<file path="config.mk">
export PLATFORM = sky130hd
export DESIGN_NAME = paced_switch_command_queue_unit
export DESIGN_NICKNAME = d
export VERILOG_FILES = /design/src/rtl/psq_pkg.sv /design/src/rtl/paced_switch_command_queue_unit.sv /design/src/rtl/psq_ram.sv
export SDC_FILE = /design/constraint.sdc
export NUM_CORES = 1
export LEC_CHECK = 0
export ABC_AREA = 1
export BUFFER_PORTS_ARGS = -buffer_cell sky130_fd_sc_hd__buf_2
export CORE_ASPECT_RATIO = 1.4
export CORE_MARGIN = 4
export CORE_UTILIZATION = 61
export DETAILED_ROUTE_END_ITERATION = 7
export HOLD_SLACK_MARGIN = 0.06
export PLACE_DENSITY = 0.83
export SETUP_SLACK_MARGIN = 0.3
export SLEW_MARGIN = 30
export SYNTH_ARGS = -nofsm -noshare
export SYNTH_HDL_FRONTEND = slang
export SYNTH_SLANG_ARGS = --single-unit
</file>
<file path="constraint.sdc">
create_clock -name clk -period 3.2 [get_ports clk]
set_input_delay 0.64 -clock clk [delete_from_list [all_inputs] [get_ports clk]]
set_output_delay 0.64 -clock clk [all_outputs]
set_load 0.02 [all_outputs]
</file>
<file path="src/rtl/psq_pkg.sv">
// shared types and constants for the paced switch command queue
// item and result layouts, reset values and op codes; no dependencies

package psq_pkg;

  localparam int QUEUE_DEPTH_DEF = 16;
  localparam int ADDR_W          = 11;
  localparam int INTERVAL_W      = 10;
  localparam int TICKS_W         = 11;
  localparam int COUNT_OUT_W     = 5;
  localparam int ENTRY_W         = ADDR_W + 1;

  localparam logic [INTERVAL_W-1:0] INTERVAL_RESET = 10'd50;
  localparam logic [TICKS_W-1:0]    TICKS_MAX      = 11'd2047;

  localparam logic OP_TICK = 1'b0;
  localparam logic OP_POST = 1'b1;

  typedef struct packed {
    logic              op;
    logic [ADDR_W-1:0] address;
    logic              direction;
  } item_t;

  typedef struct packed {
    logic                   accepted;
    logic                   send_valid;
    logic [ADDR_W-1:0]      send_address;
    logic                   send_direction;
    logic                   coil_on;
    logic [COUNT_OUT_W-1:0] queue_count;
  } result_t;

endpackage

</file>
<file path="src/rtl/paced_switch_command_queue_unit.sv">
// paced switch command queue: ring fifo of switch requests drained at a paced rate
// uses psq_pkg for item/result types and psq_ram for the entry store
//
// usage:
//   cmd channel: an item is taken at a rising edge with start high and busy low.
//     op tick advances the millisecond counter and may send the head request;
//     op post enqueues address/direction at the tail if there is room.
//   result channel: done is high for exactly one cycle, in the cycle after the item
//     was taken, with the result on the result port. there is no backpressure.
//   cfg_we/cfg_data write send_interval at any edge outside reset; write it only while idle.
// timing:
//   a new item can be taken every cycle while busy is low: all queue state updates
//   at the accept edge, and the only memory access per item is one read of the head
//   entry (tick) or one write of the tail entry (post), so the entry ram port pair
//   sets the one-item-per-cycle rate.
// reset:
//   rst (synchronous) empties the queue, clears the tick counter and the coil-on
//   flag and loads send_interval with 50. busy is set by reset and cleared at the next
//   edge without rst. the entry store is not cleared; the count keeps reads in range.

module paced_switch_command_queue_unit
  import psq_pkg::*;
#(
  parameter int QUEUE_DEPTH = QUEUE_DEPTH_DEF
) (
  input  logic                  clk,
  input  logic                  rst,
  input  logic                  start,
  output logic                  busy,
  input  item_t                 cmd,
  input  logic                  cfg_we,
  input  logic [INTERVAL_W-1:0] cfg_data,
  output logic                  done,
  output result_t               result
);

  localparam int IW = $clog2(QUEUE_DEPTH);
  localparam int CW = $clog2(QUEUE_DEPTH + 1);
  localparam logic [IW-1:0] LAST_SLOT = IW'(QUEUE_DEPTH - 1);
  localparam logic [CW-1:0] FULL_COUNT = CW'(QUEUE_DEPTH);

  logic [IW-1:0]         head, head_next;
  logic [IW-1:0]         tail, tail_next;
  logic [CW-1:0]         count, count_next;
  logic                  head_on_sent, head_on_sent_next;
  logic [TICKS_W-1:0]    ticks, ticks_next;
  logic [INTERVAL_W-1:0] send_interval;

  logic                  accept;
  logic [TICKS_W-1:0]    ticks_inc;
  logic                  do_send;
  logic                  do_store;

  logic                  res_accepted;
  logic                  res_send;
  logic                  res_coil;
  logic [CW-1:0]         res_count;

  logic [ENTRY_W-1:0]    head_entry;

  assign accept = start && !busy;

  always_comb begin
    head_next         = head;
    tail_next         = tail;
    count_next        = count;
    head_on_sent_next = head_on_sent;
    ticks_next        = ticks;
    ticks_inc         = (ticks < TICKS_MAX) ? ticks + 1'b1 : ticks;
    do_send           = 1'b0;
    do_store          = 1'b0;
    if (accept) begin
      if (cmd.op == OP_POST) begin
        if (count < FULL_COUNT) begin
          do_store   = 1'b1;
          tail_next  = (tail == LAST_SLOT) ? '0 : tail + 1'b1;
          count_next = count + 1'b1;
        end
      end else begin
        ticks_next = ticks_inc;
        if (count != '0 && ticks_inc > {1'b0, send_interval}) begin
          do_send    = 1'b1;
          ticks_next = '0;
          if (!head_on_sent) begin
            head_on_sent_next = 1'b1;
          end else begin
            head_on_sent_next = 1'b0;
            head_next         = (head == LAST_SLOT) ? '0 : head + 1'b1;
            count_next        = count - 1'b1;
          end
        end
      end
    end
  end

  // head is read every cycle; the ram registers the read, and a send's result uses that registered data
  psq_ram #(
    .WIDTH(ENTRY_W),
    .DEPTH(QUEUE_DEPTH)
  ) u_entry_ram (
    .clk  (clk),
    .we   (do_store),
    .waddr(tail),
    .wdata({cmd.direction, cmd.address}),
    .raddr(head),
    .rdata(head_entry)
  );

  always_ff @(posedge clk) begin
    if (rst) begin
      head          <= '0;
      tail          <= '0;
      count         <= '0;
      head_on_sent  <= 1'b0;
      ticks         <= '0;
      send_interval <= INTERVAL_RESET;
      busy          <= 1'b1;
      done          <= 1'b0;
    end else begin
      head         <= head_next;
      tail         <= tail_next;
      count        <= count_next;
      head_on_sent <= head_on_sent_next;
      ticks        <= ticks_next;
      busy         <= 1'b0;
      done         <= accept;
      if (cfg_we) begin
        send_interval <= cfg_data;
      end
    end
  end

  always_ff @(posedge clk) begin
    res_accepted <= do_store;
    res_send     <= do_send;
    res_coil     <= do_send && !head_on_sent;
    res_count    <= count_next;
  end

  always_comb begin
    result.accepted       = res_accepted;
    result.send_valid     = res_send;
    result.send_address   = res_send ? head_entry[ADDR_W-1:0] : '0;
    result.send_direction = res_send && head_entry[ADDR_W];
    result.coil_on        = res_coil;
    result.queue_count    = COUNT_OUT_W'(res_count);
  end

  a_done_follows_accept: assert property (@(posedge clk) disable iff (rst)
    accept |=> done)
    else $error("accepted item produced no result strobe");

  a_no_spurious_done: assert property (@(posedge clk) disable iff (rst)
    !accept |=> !done)
    else $error("result strobe without an accepted item");

  a_count_bound: assert property (@(posedge clk) disable iff (rst)
    count <= FULL_COUNT)
    else $error("queue count beyond depth");

  a_post_never_sends: assert property (@(posedge clk) disable iff (rst)
    done && result.accepted |-> !result.send_valid)
    else $error("post item emitted a send");

  a_coil_flag_needs_entry: assert property (@(posedge clk) disable iff (rst)
    head_on_sent |-> count != '0)
    else $error("coil-on flag set with empty queue");

endmodule

</file>
<file path="src/rtl/psq_ram.sv">
// generic single-port-write, single-read ram with registered read data
// no dependencies

module psq_ram #(
  parameter int WIDTH = 12,
  parameter int DEPTH = 16
) (
  input  logic                     clk,
  input  logic                     we,
  input  logic [$clog2(DEPTH)-1:0] waddr,
  input  logic [WIDTH-1:0]         wdata,
  input  logic [$clog2(DEPTH)-1:0] raddr,
  output logic [WIDTH-1:0]         rdata
);

  logic [WIDTH-1:0] mem [DEPTH];

  always_ff @(posedge clk) begin
    if (we) begin
      mem[waddr] <= wdata;
    end
    rdata <= mem[raddr];
  end

endmodule
</file>
; ---- After elaboration in Yosys (flattened, before gate mapping)
; Memories as Yosys holds them, arrays and structs flattened. A register that Yosys moved wholly into a read port is not among the register bits.
; Cells that the tools add are included.
[totals]
n_memories = 1
wordCells = 55
regBits = 45
ram_bits = 192
in_bits = 27
[mem_list]
columns = memory, depth, word_bits, rd, rd_clocked_by_memory_dff, write_ports, line
row1 = u_entry_ram.mem, 16, 12, 1, 1, 1, psq_ram.sv:16  ; logic [WIDTH-1:0] mem [DEPTH];
[classes]
add_sub_neg = 5
mux = 20
order_cmp = 3
n_eq_ne = 2
bitwise_logic = 1
reduce_logical = 11
[ops]
columns = operator, n
row1 = $mux W11, 3
row2 = $mux W5, 5
row3 = $add A11 B1 Y11 const B, 1
row4 = $gt A11 B10 Y1, 1
row5 = $lt A11 B11 Y1 const B, 1
row6 = $mux W1, 10
row7 = $add A4 B1 Y4 const B, 2
row8 = $eq A4 B4 Y1 const B, 2
row9 = $mux W4, 2
row10 = $reduce_and A3 Y1, 2
row11 = $add A5 B1 Y5 const B, 1
row12 = $lt A5 B5 Y1 const B, 1
row13 = $reduce_bool A5 Y1, 1
row14 = $sub A5 B1 Y5 const B, 1
row15 = $logic_and A1 B1 Y1, 4
row16 = $reduce_and A4 Y1, 1
row17 = $logic_not A1 Y1, 2
row18 = $reduce_and A2 Y1, 1
row19 = $not A1 Y1, 1

; ---- Logic depth before layout (Yosys ltp)
[logic_depth]
ltp_word = 8
depth_mapped = 26
mapped_depth_nobuf = 26

; ---- Hierarchy
; A second synthesis with hierarchy kept.
[unflattened]
hier_cells = 1155
hier_area_um2 = 11036.8
[modules_own_cells]
columns = mod, n_inst, cells_each, area_each_um2, seq_area_each_um2
row1 = psq_ram, 1, 813, 8562.0, 6005.8
row2 = paced_switch_command_queue_unit, 1, 342, 2474.9, 900.9

; ---- Least setup slack after synthesis
; OpenSTA, ideal clock, no wires.
[synth_timing]
path_kind = register to register
startpoint = register ticks[2]
endpoint = register ticks[7]
arrival_ns = 2.460
path_slack_ns = 0.669
path_stages_with_launch = 24
t_required_ns = 3.129
n_path_buf = 0
setup_ns = 0.071
period_less_slack_ns = 2.531
path_cell_list = dfxtp_1 > nand3_2 > nor2_2 > nand2_2 > inv_2 > nand3_4 > nand3_1 > inv_1 > nand2_1 > xnor2_1 > ha_1 > nand2_1 > nand2_1 > a21oi_1 > nand2_1 > nand2_1 > nand2_1 > nand2_1 > nand2_1 > nand2_1 > nand2_8 > a21oi_4 > nand2_1 > a21oi_1
[synth_between]
elab_chain_len = 5
elab_cells_between_ends = 6
[synth_lines]
columns = item, line
row1 = "start, declared", paced_switch_command_queue_unit.sv:46  ; logic [TICKS_W-1:0] ticks, ticks_next;
row2 = "start signal, assigned", paced_switch_command_queue_unit.sv:124  ; ticks <= ticks_next;
row3 = $add A11 B1 Y11 / $lt A11 B11 Y1 (equally long branches), paced_switch_command_queue_unit.sv:69  ; ticks_inc = (ticks < TICKS_MAX) ? ticks + 1'b1 : ticks;
row4 = $mux W11 *, paced_switch_command_queue_unit.sv:69
row5 = $gt A11 B10 Y1, paced_switch_command_queue_unit.sv:81  ; if (count != '0 && ticks_inc > {1'b0, send_interval}) begin
row6 = $logic_and A1 B1 Y1, paced_switch_command_queue_unit.sv:81
row7 = $mux W11 *, paced_switch_command_queue_unit.sv:81
; Mark *: on every way between the ends. The rest lies on a longest branch, timed or not.
; A chain may end at the register's enable or synchronous reset.

; ---- Worst setup path after layout
[layout_timing]
startpoint = register ticks[2]
endpoint = register ticks[2]
; Same word-level chain as after synthesis.

==> metrics.yaml <==
routing:
  wl_met3_um: 1676
  met1_length_um: 7990
  drc_errors: 0
  vias_per_cell: 6.008
  first_pass_iters: 5
  drtIter0Drc: 693
  routed_wl_um: 22860
  wl_met2_um: 12170
  vias: 7090
  highest_layer: "met4"
  postRouteAntennaNets: 0
  post_drt_wl_per_cell_um: 19.37
die:
  die_h_um: 160.4
  die_w_um: 116.9
  core_region_area_um2: 16240
  initial_core_util_pct: 62.35
  io_pins: 49
  die_area_um2: 18750
  rows: 55
finish:
  area_growth_pct: 15.36
  fin_util_pct: 71.93
  num-fill-cells: 1030
  nNetsFinal: 1011
  drive_gt1_share_pct: 17.53
  diodes: 0
clock_network:
  path_clk_slew_ps: 60
  cts_tree: "built"
  cts-htree-levels: 1
  cts_made_buffers: 23
  clock-sinks: 249
  clockBufferDepth: 3
  clk_latency_ps: 500
  root_buffer: "clkbuf_16"
hold_path:
  hold_depth: 3
  hp-class: "primary input to register"
  hold_start: "cfg_data[4]"
  hold_end: "send_interval[4]"
global_routing:
  grt_pass1_wl_um: 34840
  grt_max_degree: 99
  groute.usage.overall_pct: 23.95
  antenna_found_initial: 0
  grt_pass1_vias: 6823
  grt_overflow: 0
critical_path:
  cp_max_fo: 8
  crit_arrival_ps: 3240
  crit_start: "ticks[2]"
  r2r-start: "ticks[2]"
  crit_path_end_kind: "register"
  ff2ff_path_depth: 24
  regToRegEndpoint: "ticks[2]"
  start_kind: "register"
  cp.required_ps: 3620
  r2r_setup_slack_ps: 380
  worstSetupPathType: "register to register"
placed_design:
  port_buffers: 48
  place_hpwl_um: 13130
  place_congestion: 0.8740
  post-place-ws_ps: 320.9
yosys:
  ys_seq_area_share_pct: 68.21
  synth-seq-cells: 249
  netlist_area_um2: 10130
  ys_warn_count: 0
  synthCells: 893
  syn-num-nets: 938
  synth_cell_types: 41
  avgSynthCellArea_um2: 11.34
sta:
  fmax_ghz: 0.3547
  tightestPinTransition_ps: 972.1
  slew_violations: 0
  grt_setup_unrepaired: "yes"
  relSlewSlack_pct: 35.19
  fin_crit_sh_pct: 88.10
  setup_viol_count_final: 0
  finClkSkew_ps: 9.883
  holdWs_ps: 363.1
  hold_viol: 0
  setup_ws_ps: 380.9
  finalCriticalPeriod_ps: 2819
  fin_tns_setup_ps: 0
power:
  ir_drop_v: 0.0004892
  p_leak_nw: 4.459
  p_per_area_nw_per_um2: 558.4
run:
  cap_violations: 0
outcome:
  status: "finished clean"
[cell families after synthesis]
| family | after synthesis | synth area share, % |
|---|---|---|
| AO/OA/AOI/OAI | 204 | 11.53 |
| AND/OR/NAND/NOR | 306 | 13.16 |
| buffers and inverters | 107 | 4.102 |
| flip-flops | 249 | 68.21 |
| adder cells (fa/ha/maj) | 18 | 2.224 |
| XOR/XNOR | 9 | 0.7785 |
[critical path, cell delays in order, from the launching register on]
cell and delay, ps:
dfxtp_4 380, nand3_4 90, nor2_4 100, nand2_2 80
inv_2 100, nand3_4 120, nand3_2 110, inv_2 50
nand2_2 70, xnor2_2 120, ha_1 260, nand2_1 60
nand2_1 60, a21oi_1 130, nand2_1 70, nand2_1 70
nand2_1 50, nand2_1 70, nand2_1 70, nand2_2 110
nand2_8 100, a21oi_4 190, buf_6 150, nand2_1 50
a21oi_1 110
[layer usage]
layer | vias up | track usage (%)
met5 | - | 0
met4 | 0 | 10.54
met3 | 79 | 3.091
met2 | 359 | 41.90
met1 | 3358 | 29.27
li1 | 3294 | -
[synthesized netlist by cell type]
cell type / count / area (µm²)
buf_2: 2 / 10.01
o22ai_1: 28 / 175.2
buf_4: 3 / 22.52
nand2_8: 1 / 20.02
nor4_1: 1 / 6.260
a21boi_0: 1 / 7.510
inv_1: 56 / 210.2
o41ai_1: 1 / 8.760
o21a_1: 1 / 7.510
inv_2: 3 / 11.26
and2_4: 1 / 8.760
clkbuf_1: 39 / 146.4
nand4_1: 3 / 18.77
nand3_2: 4 / 40.04
a21oi_2: 1 / 8.760
o21ai_1: 13 / 65.06
nor2_1: 134 / 503.0
ha_1: 18 / 225.2
nor2_8: 1 / 20.02
clkinv_1: 2 / 7.510
nand3b_1: 1 / 7.510
nand2_1: 112 / 420.4
nand2_2: 3 / 18.77
or2_2: 1 / 6.260
nand4_4: 1 / 21.27
a21oi_1: 32 / 160.2
dfxtp_1: 57 / 1141
a21oi_4: 1 / 16.27
nand3_1: 32 / 160.2
xor2_1: 6 / 52.55
nand2_4: 1 / 11.26
o221ai_1: 20 / 175.2
xnor2_1: 3 / 26.28
nor2_2: 4 / 25.02
nor3b_1: 1 / 7.510
nand3_4: 1 / 17.52
o21ai_0: 101 / 505.5
edfxtp_1: 192 / 5766
buf_1: 2 / 7.510
o211ai_1: 5 / 37.54
nor3_1: 4 / 20.02
[worst max-delay path by stage]
stage          cells past startpoint        to  slack [ps]
3_3_place_gp                      23  ticks[4]         410
5_1_grt                           24  ticks[2]         190
3_5_place_dp                      23  ticks[6]         320
2_1_floorplan                     23  ticks[7]         670
6_report                          24  ticks[2]         380
4_1_cts                           24  ticks[3]         340
[what timing repair did]
item / in CTS / in global routing
hold buffers: 0 / 0
endpoints found under the hold margin: 0 / 0
setup buffers: 2 / 12
cloned: 0 / 0
pin swaps: 1 / 5
endpoints found under the setup margin: 10 / 26
resized for setup: 3 / 30
[report_power, final]
part / switching (W) / internal, W
logic: 0.000127 / 0.0000523
clock network: 0.00110 / 0.00172
registers: 0.0000141 / 0.00350
total: 0.00124 / 0.00528
[area by class of cell]
class                      instances  area (µm²)  area share (%)
clock buffer                      29       598.1           5.120
clock inverter                    11       178.9           1.532
inverter                          61       229.0           1.960
multi-input combinational        537        2882           24.67
sequential                       249        6927           59.30
tap                              199       249.0           2.132
timing repair buffer              94       618.1           5.291
[through the flow]
step | area, µm² | total power, W | std cells
global route | 11680 | 0.006717 | 1180
global placement | 10700 | 0.003755 | 1126
floorplan | 10130 | 0.003682 | 893
finish | 11680 | 0.006522 | 1180
CTS | 11490 | 0.006536 | 1168
detailed placement | 10700 | 0.003761 | 1126
[sequential cells by signal, indices dropped and copies added (netlist names)]
signal and cells:
u_entry_ram.mem 192, u_entry_ram.rdata 12, ticks 11, send_interval 10, count 5, res_count 5, head 4, tail 4
busy 1, done 1, head_on_sent 1, res_accepted 1, res_coil 1, res_send 1
[cell usage in the layout, fill, tap and decap left out, types with 6 or more instances in the layout]
cell type / instances
nand3_1: 31
buf_4: 42
o221ai_1: 20
clkbuf_16: 23
xor2_1: 6
dfxtp_1: 51
ha_1: 17
a21oi_1: 30
nor2_1: 131
inv_1: 55
o21ai_0: 100
o21ai_1: 14
o22ai_1: 28
nand2_2: 8
clkbuf_1: 6
nand2_1: 106
buf_2: 48
edfxtp_1: 192
(Power assumes the default switching activity.)
